File: config.mk
export PLATFORM = sky130hd
export DESIGN_NAME = x11_stream_message_framer
export DESIGN_NICKNAME = d
export VERILOG_FILES = /design/src/design/x11smf_pkg.sv /design/src/design/x11smf_client.sv /design/src/design/x11smf_server.sv /design/src/design/x11_stream_message_framer.sv
export SDC_FILE = /design/constraint.sdc
export NUM_CORES = 1
export LEC_CHECK = 0
export ABC_AREA = 1
export BUFFER_PORTS_ARGS = -buffer_cell sky130_fd_sc_hd__buf_2
export CORE_AREA = 10 10 163 165
export CTS_CLUSTER_DIAMETER = 80
export DETAILED_ROUTE_END_ITERATION = 7
export DIE_AREA = 0 0 173 175
export PLACE_DENSITY_LB_ADDON = 0.08
export SLEW_MARGIN = 20
export SYNTH_ARGS = -nofsm -noshare
export SYNTH_HDL_FRONTEND = slang
export SYNTH_SLANG_ARGS = --single-unit
File: constraint.sdc
create_clock -name clk -period 8.7 [get_ports clk]
set_input_delay 1.74 -clock clk [delete_from_list [all_inputs] [get_ports clk]]
set_output_delay 1.74 -clock clk [all_outputs]
set_load 0.005 [all_outputs]
File: src/design/x11smf_pkg.sv
`timescale 1ns / 1ps
`default_nettype none
// ----------------------------------------------------------------------------
// X11 stream framer package
// Message kinds, framing lengths and the result bundle that the client and
// server trackers hand to the top level.
// ----------------------------------------------------------------------------
package x11smf_pkg;

    typedef enum logic [2:0] {
        KIND_SETUP       = 3'd0,
        KIND_REQUEST     = 3'd1,
        KIND_SETUP_REPLY = 3'd2,
        KIND_ERROR       = 3'd3,
        KIND_REPLY       = 3'd4,
        KIND_EVENT       = 3'd5
    } kind_t;

    // First byte of the client set-up that selects little-endian lengths.
    localparam logic [7:0]  LITTLE_MARK       = 8'h6C;

    localparam logic [7:0]  PACKET_TYPE_ERROR = 8'd0;
    localparam logic [7:0]  PACKET_TYPE_REPLY = 8'd1;

    localparam logic [17:0] CLIENT_SETUP_LEN  = 18'd12;
    localparam logic [17:0] CLIENT_REQ_MIN    = 18'd4;
    localparam logic [34:0] SERVER_SETUP_LEN  = 35'd8;
    localparam logic [34:0] SERVER_PACKET_LEN = 35'd32;

    typedef struct packed {
        kind_t kind;
        logic  first;
        logic  last;
        logic  fault;
    } frame_res_t;

endpackage
`default_nettype wire

File: src/design/x11smf_client.sv
`timescale 1ns / 1ps
`default_nettype none
// ----------------------------------------------------------------------------
// X11 framer, client-to-server tracker
// Counts the bytes of the set-up message and of each request, picks up the
// length fields and owns the byte order chosen by the first set-up byte.
// ----------------------------------------------------------------------------
module x11smf_client (
    input  wire logic                  clk,
    input  wire logic                  rst_n,
    input  wire logic                  step,
    input  wire logic [7:0]            data_byte,
    output x11smf_pkg::frame_res_t     res,
    output logic                       order_little
);

    logic        phase_reg, phase_next;
    logic [17:0] count_reg, count_next;
    logic [17:0] total_reg, total_next;
    logic [7:0]  stash_reg, stash_next;
    logic        order_reg, order_next;

    logic [15:0] join16;
    logic [16:0] padded_sum;
    logic [17:0] pad_len;
    logic [17:0] total_eff;
    logic [17:0] count_inc;
    logic        fault;
    logic        last;

    assign join16     = order_reg ? {data_byte, stash_reg} : {stash_reg, data_byte};
    assign padded_sum = {1'b0, join16} + 17'd3;
    assign pad_len    = {1'b0, padded_sum[16:2], 2'b00};
    assign count_inc  = count_reg + 18'd1;

    always_comb
    begin
        stash_next = stash_reg;
        order_next = order_reg;
        total_eff  = total_reg;
        fault      = 1'b0;
        if (!phase_reg)
        begin
            if (count_reg == 18'd0)
            begin
                order_next = (data_byte == x11smf_pkg::LITTLE_MARK);
            end
            // Name and data lengths sit at bytes 6-7 and 8-9 of the header.
            if (count_reg == 18'd6 || count_reg == 18'd8)
            begin
                stash_next = data_byte;
            end
            if (count_reg == 18'd7 || count_reg == 18'd9)
            begin
                total_eff = total_reg + pad_len;
            end
        end
        else
        begin
            if (count_reg == 18'd2)
            begin
                stash_next = data_byte;
            end
            if (count_reg == 18'd3)
            begin
                if (join16 == 16'd0)
                begin
                    fault     = 1'b1;
                    total_eff = x11smf_pkg::CLIENT_REQ_MIN;
                end
                else
                begin
                    total_eff = {join16, 2'b00};
                end
            end
        end

        last = (count_inc == total_eff);
        if (last)
        begin
            phase_next = 1'b1;
            count_next = 18'd0;
            total_next = x11smf_pkg::CLIENT_REQ_MIN;
            stash_next = 8'd0;
        end
        else
        begin
            phase_next = phase_reg;
            count_next = count_inc;
            total_next = total_eff;
        end
    end

    always_comb
    begin
        res.kind  = phase_reg ? x11smf_pkg::KIND_REQUEST : x11smf_pkg::KIND_SETUP;
        res.first = (count_reg == 18'd0);
        res.last  = last;
        res.fault = fault;
    end

    assign order_little = order_reg;

    always_ff @(posedge clk or negedge rst_n)
    begin
        if (!rst_n)
        begin
            phase_reg <= 1'b0;
            count_reg <= 18'd0;
            total_reg <= x11smf_pkg::CLIENT_SETUP_LEN;
            stash_reg <= 8'd0;
            order_reg <= 1'b0;
        end
        else if (step)
        begin
            phase_reg <= phase_next;
            count_reg <= count_next;
            total_reg <= total_next;
            stash_reg <= stash_next;
            order_reg <= order_next;
        end
    end

endmodule
`default_nettype wire

File: src/design/x11smf_server.sv
`timescale 1ns / 1ps
`default_nettype none
// ----------------------------------------------------------------------------
// X11 framer, server-to-client tracker
// Frames the set-up reply and then 32-byte packets, extending replies by
// four times their 32-bit length field.
// ----------------------------------------------------------------------------
module x11smf_server (
    input  wire logic                  clk,
    input  wire logic                  rst_n,
    input  wire logic                  step,
    input  wire logic [7:0]            data_byte,
    input  wire logic                  order_little,
    output x11smf_pkg::frame_res_t     res
);

    logic              phase_reg, phase_next;
    logic [34:0]       count_reg, count_next;
    logic [34:0]       total_reg, total_next;
    logic [23:0]       stash_reg, stash_next;
    x11smf_pkg::kind_t kind_reg, kind_eff;

    logic [15:0] join16;
    logic [31:0] join32;
    logic [34:0] total_eff;
    logic [34:0] count_inc;
    logic        last;

    assign join16    = order_little ? {data_byte, stash_reg[7:0]}
                                    : {stash_reg[7:0], data_byte};
    assign join32    = order_little ? {data_byte, stash_reg[7:0], stash_reg[15:8],
                                       stash_reg[23:16]}
                                    : {stash_reg, data_byte};
    assign count_inc = count_reg + 35'd1;

    always_comb
    begin
        stash_next = stash_reg;
        total_eff  = total_reg;
        kind_eff   = kind_reg;
        if (!phase_reg)
        begin
            kind_eff = x11smf_pkg::KIND_SETUP_REPLY;
            if (count_reg == 35'd6)
            begin
                stash_next = {16'd0, data_byte};
            end
            if (count_reg == 35'd7)
            begin
                total_eff = x11smf_pkg::SERVER_SETUP_LEN + {17'd0, join16, 2'b00};
            end
        end
        else
        begin
            if (count_reg == 35'd0)
            begin
                if (data_byte == x11smf_pkg::PACKET_TYPE_ERROR)
                begin
                    kind_eff = x11smf_pkg::KIND_ERROR;
                end
                else if (data_byte == x11smf_pkg::PACKET_TYPE_REPLY)
                begin
                    kind_eff = x11smf_pkg::KIND_REPLY;
                end
                else
                begin
                    kind_eff = x11smf_pkg::KIND_EVENT;
                end
            end
            if (kind_eff == x11smf_pkg::KIND_REPLY)
            begin
                // The reply length occupies bytes 4 through 7.
                if (count_reg >= 35'd4 && count_reg <= 35'd6)
                begin
                    stash_next = {stash_reg[15:0], data_byte};
                end
                if (count_reg == 35'd7)
                begin
                    total_eff = x11smf_pkg::SERVER_PACKET_LEN + {1'b0, join32, 2'b00};
                end
            end
        end

        last = (count_inc == total_eff);
        if (last)
        begin
            phase_next = 1'b1;
            count_next = 35'd0;
            total_next = x11smf_pkg::SERVER_PACKET_LEN;
            stash_next = 24'd0;
        end
        else
        begin
            phase_next = phase_reg;
            count_next = count_inc;
            total_next = total_eff;
        end
    end

    always_comb
    begin
        res.kind  = kind_eff;
        res.first = (count_reg == 35'd0);
        res.last  = last;
        res.fault = 1'b0;
    end

    always_ff @(posedge clk or negedge rst_n)
    begin
        if (!rst_n)
        begin
            phase_reg <= 1'b0;
            count_reg <= 35'd0;
            total_reg <= x11smf_pkg::SERVER_SETUP_LEN;
            stash_reg <= 24'd0;
            kind_reg  <= x11smf_pkg::KIND_SETUP_REPLY;
        end
        else if (step)
        begin
            phase_reg <= phase_next;
            count_reg <= count_next;
            total_reg <= total_next;
            stash_reg <= stash_next;
            kind_reg  <= kind_eff;
        end
    end

endmodule
`default_nettype wire

File: src/design/x11_stream_message_framer.sv
`timescale 1ns / 1ps
`default_nettype none
// ----------------------------------------------------------------------------
// X11 stream message framer
// Passes the bytes of an X11 connection through and marks where set-up
// messages, requests, set-up replies, errors, replies and events begin and
// end, for both directions of the connection.
// ----------------------------------------------------------------------------
//
//   Channel   Handshake            Payload
//   input     in_valid/in_ready    direction, data_byte
//   output    out_valid/out_ready  out_byte, out_direction, message_kind,
//                                  first_of_message, last_of_message,
//                                  length_fault
//
// One transaction is accepted per cycle while the output side keeps taking
// results; a byte passes an input register and then a result register.
// Between them sit a length addition, a counter increment and a compare per
// direction (35 bits on the server side), which set the clock period.
// A stalled output holds the result register; the input register takes one
// more transaction before in_ready drops. Reset restarts both set-up messages.
//
module x11_stream_message_framer (
    input  wire logic        clk,
    input  wire logic        rst_n,

    input  wire logic        in_valid,
    output logic             in_ready,
    input  wire logic        direction,
    input  wire logic [7:0]  data_byte,

    output logic             out_valid,
    input  wire logic        out_ready,
    output logic [7:0]       out_byte,
    output logic             out_direction,
    output logic [2:0]       message_kind,
    output logic             first_of_message,
    output logic             last_of_message,
    output logic             length_fault
);

    // Input register stage.
    logic        s1_valid_reg;
    logic        s1_dir_reg;
    logic [7:0]  s1_byte_reg;

    // Result register stage.
    logic        out_valid_reg;
    logic [7:0]  out_byte_reg;
    logic        out_dir_reg;
    x11smf_pkg::frame_res_t out_res_reg;

    logic                   s1_advance;
    logic                   order_little;
    x11smf_pkg::frame_res_t client_res;
    x11smf_pkg::frame_res_t server_res;
    x11smf_pkg::frame_res_t sel_res;

    // The byte in the input register moves on whenever the result register
    // is empty or is being emptied in this cycle; the trackers update their
    // state at that same edge, so state follows stream order exactly.
    assign s1_advance = s1_valid_reg && (!out_valid_reg || out_ready);
    assign in_ready   = !s1_valid_reg || s1_advance;

    x11smf_client u_client (
        .clk          (clk),
        .rst_n        (rst_n),
        .step         (s1_advance && !s1_dir_reg),
        .data_byte    (s1_byte_reg),
        .res          (client_res),
        .order_little (order_little)
    );

    // The server side reads the byte order that the client set-up chose.
    x11smf_server u_server (
        .clk          (clk),
        .rst_n        (rst_n),
        .step         (s1_advance && s1_dir_reg),
        .data_byte    (s1_byte_reg),
        .order_little (order_little),
        .res          (server_res)
    );

    assign sel_res = s1_dir_reg ? server_res : client_res;

    always_ff @(posedge clk or negedge rst_n)
    begin
        if (!rst_n)
        begin
            s1_valid_reg  <= 1'b0;
            out_valid_reg <= 1'b0;
        end
        else
        begin
            if (in_ready)
            begin
                s1_valid_reg <= in_valid;
            end
            if (s1_advance)
            begin
                out_valid_reg <= 1'b1;
            end
            else if (out_ready)
            begin
                out_valid_reg <= 1'b0;
            end
        end
    end

    // Payload registers carry no reset.
    always_ff @(posedge clk)
    begin
        if (in_ready && in_valid)
        begin
            s1_dir_reg  <= direction;
            s1_byte_reg <= data_byte;
        end
        if (s1_advance)
        begin
            out_byte_reg <= s1_byte_reg;
            out_dir_reg  <= s1_dir_reg;
            out_res_reg  <= sel_res;
        end
    end

    assign out_valid        = out_valid_reg;
    assign out_byte         = out_byte_reg;
    assign out_direction    = out_dir_reg;
    assign message_kind     = out_res_reg.kind;
    assign first_of_message = out_res_reg.first;
    assign last_of_message  = out_res_reg.last;
    assign length_fault     = out_res_reg.fault;

    // A length fault is only ever raised on the closing byte of a request.
    assert property (@(posedge clk) disable iff (!rst_n)
        (out_valid && length_fault) |->
            (last_of_message && !out_direction
             && message_kind == x11smf_pkg::KIND_REQUEST))
        else $error("length fault outside the closing byte of a request");

    // Client bytes carry only client message kinds.
    assert property (@(posedge clk) disable iff (!rst_n)
        (out_valid && !out_direction) |->
            (message_kind == x11smf_pkg::KIND_SETUP
             || message_kind == x11smf_pkg::KIND_REQUEST))
        else $error("client byte tagged with a server message kind");

    // Server bytes never carry client message kinds.
    assert property (@(posedge clk) disable iff (!rst_n)
        (out_valid && out_direction) |->
            (message_kind != x11smf_pkg::KIND_SETUP
             && message_kind != x11smf_pkg::KIND_REQUEST))
        else $error("server byte tagged with a client message kind");

    // A byte that leaves the input register always lands in the result register.
    assert property (@(posedge clk) disable iff (!rst_n)
        s1_advance |=> out_valid)
        else $error("advanced transaction did not reach the output");

endmodule
`default_nettype wire

==> run_results.csv <==
group,metric,value,unit
die,coreArea,23260,sq um
die,initial_utilization,64.46,%
layout,final_common_cell,"nand2_1",
outcome,status,"finished, final reports clean",
routing,routedWlPerCell,19.16,um
hold_path,holdPathEnd,"u_server.total_reg[29]$_DFFE_PN0P_",
clock_network,htree_num_levels,4,
timing,clock.fmax,157.2,MHz
routing,avgViaCountPerCell,6.116,
synthesis,synth-async-reset-ratio,85.88,%
power,p_leak,0.008199,uW
timing,final_hold_viol_count,0,
layout,drive_gt1_share,7.702,%
layout,finalNonFillerCells,2708,
synthesis,yosys.area.top_type,"dfrtp_1",
timing,period_share,73.12,%
synthesis,synth_cell_types,55,
placement,hpwl,38750,um
clock_network,cts_tree,"yes",
clock_network,cts.path.max_buffers,2,
setup_path,crit_slowest_cell,"nand3_1",
routing,vias,16560,
synthesis,synth-seq-area-share,29.21,%
clock_network,cts_resized,0,
timing,fin_setup_tns,0,ns
global_route,overflow,0,
synthesis,synth_area_leaders,"dfrtp_1 24%, nand2_1 22%, nand3_1 7.7%",
global_route,first_global_vias,14940,
global_route,grt_max_degree,77,
global_route,antenna_found_initial,1,
placement,gp_congestion,1.024,
routing,wl,51870,um
timing,setup_violations,0,
timing,whs,0.4879,ns
synthesis,syn_area,14990,sq um
clock_network,ctsRootBufferMaster,"clkbuf_16",
synthesis,yosysWarnings,0,
layout,antenna_cells,0,
setup_path,worstPathArrival,6.65,ns
timing,rsz0062_at_grt,"no",
timing,slew_violations,0,
global_route,grt_use_total,33.35,%
synthesis,synth_flop_cell,"dfrtp_1",
timing,relSlewSlack,39.00,%
timing,period_minus_slack,6.361,ns
clock_network,clock-sinks,170,
power,power_density,267.9,nW/um^2
global_route,grt_pass1_wl,81440,um
die,die_x,173,um
synthesis,synthCells,2404,
synthesis,synth_edf_count,24,
setup_path,worstSetupEndpointType,"flop",
synthesis,syn-num-nets,2444,
hold_path,hold_path.class,"flop to flop",
routing,drt-pass1-iter-count,8,
setup_path,rr_endpoint,"u_client.total_reg[17]$_DFFE_PN0P_",
clock_network,postCtsHoldBufs,0,
routing,drtIter0Drc,2670,
setup_path,critical-path-max-stage-delay,0.49,ns
die,die-area,30280,sq um
layout,utilization,67.64,%
setup_path,cpMostUsedCell,"nand2_1",
placement,port_buffers,29,
clock_network,cts.clk_slew.worst_paths,0.09,ns
die,core.rowCount,56,
clock_network,insertion_delay,0.45,ns
timing,skew,0.02493,ns
power,ir_worst_vdd,0.2318,mV
power,p_total,4216,uW
synthesis,yosysTopAreaCellShare,23.70,%
die,die_height,175,um
setup_path,reg2reg_depth,38,
synthesis,synth_area_per_cell,6.237,sq um
run,maxCapViolCount,0,
routing,ant_nets,0,
synthesis,synth-seq-cells,170,
clock_network,cts_buffers,17,
hold_path,hp-start,"u_server.total_reg[29]$_DFFE_PN0P_",
placement,numPlacedInstances,2676,
die,num_io_pins,30,
setup_path,path_max_fanout,54,
setup_path,worstReg2RegStart,"u_client.order_little$_DFFE_PN0P_",
routing,drc_errors,0,
setup_path,cp-start-kind,"flop",
hold_path,holdPathStages,2,
timing,timing_worst_slew_pin_value,0.9150,ns
clock_network,post_cts_buffers,0,
layout,area_growth,4.940,%
layout,layout_common_cells,"893 x nand2_1, 262 x inv_1, 232 x nand3_1, 190 x nor2_1, 141 x dfrtp_1",
setup_path,worst-r2r-setup-slack,2.34,ns
setup_path,path_class,"flop to flop",
setup_path,worstPathRequired,8.99,ns
layout,final_nets,2416,
-- routing by layer --
layer,global-route usage [%],wire length (um),vias to the layer above
li1,-,-,7681
met1,44.18,20280,7505
met2,51.79,22620,1168
met3,4.829,5769,206
met4,18.04,3197,2
met5,0,7,-
-- synthesized netlist by cell type, types with 14 or more instances --
library cell	number
buf_6	14
o21ai_1	23
nand2_1	893
nand3_1	232
ha_1	26
nor4_1	14
nand4_1	70
o21ai_2	35
a21oi_1	77
clkbuf_1	39
dfrtp_1	142
xor2_1	53
nor2_2	17
edfxtp_1	24
buf_2	17
o21ai_0	110
nor2_1	192
inv_1	262
nor3_1	28
-- where the power goes --
part / switching (uW) / leakage [uW] / total [uW] / internal, uW
registers: 183 / 0.00219 / 1170 / 984
logic: 1530 / 0.00570 / 2200 / 672
clock network: 422 / 0.000309 / 846 / 424
total: 2140 / 0.00820 / 4220 / 2080
-- cell type report --
cell class	instances	area, sq um
multi-input combinational	1869	9034
fill	2176	7527
tap	319	399.1
clock buffer	17	425.4
sequential	170	4380
inverter	279	1052
timing repair buffer	39	226.5
clock inverter	15	217.7
-- critical path, delay by kind of cell (launching register included) --
family / cells / cell delay [ns]
adder cells (fa/ha/maj): 1 / 0.30
AND/OR/NAND/NOR: 25 / 3.13
buffers and inverters: 6 / 1.25
AO/OA/AOI/OAI: 5 / 0.98
XOR/XNOR: 1 / 0.17
flip-flops: 1 / 0.34
-- stage by stage --
step	cell area, sq um	worst slack [ns]
3_5_place_dp	15090	2.658
3_3_place_gp	15090	2.878
5_1_grt	15740	1.684
4_1_cts	15730	2.529
6_report	15740	2.339
2_1_floorplan	14990	3.828
-- how the worst max path moves through the flow --
stage / to / from
2_1_floorplan: u_client.stash_reg[5]$_DFFE_PN0P_ / u_client.order_little$_DFFE_PN0P_
3_3_place_gp: u_client.total_reg[1]$_DFFE_PN0P_ / u_client.order_little$_DFFE_PN0P_
3_5_place_dp: u_client.count_reg[12]$_DFFE_PN0P_ / u_client.order_little$_DFFE_PN0P_
4_1_cts: u_client.count_reg[12]$_DFFE_PN0P_ / u_client.order_little$_DFFE_PN0P_
5_1_grt: u_client.count_reg[6]$_DFFE_PN0P_ / u_client.order_little$_DFFE_PN0P_
6_report: u_client.total_reg[17]$_DFFE_PN0P_ / u_client.order_little$_DFFE_PN0P_
-- cells by family (layout without fill, tap and decap cells) --
group                    Yosys count  after routing  synth area share [%]
buffers and inverters            365            350                 10.69
AO/OA/AOI/OAI                    274            274                 10.57
XOR/XNOR                          67             67                 3.964
adder cells (fa/ha/maj)           27             27                 2.303
AND/OR/NAND/NOR                 1501           1501                 43.27
flip-flops                       170            170                 29.21
(Power assumes the default switching activity.)
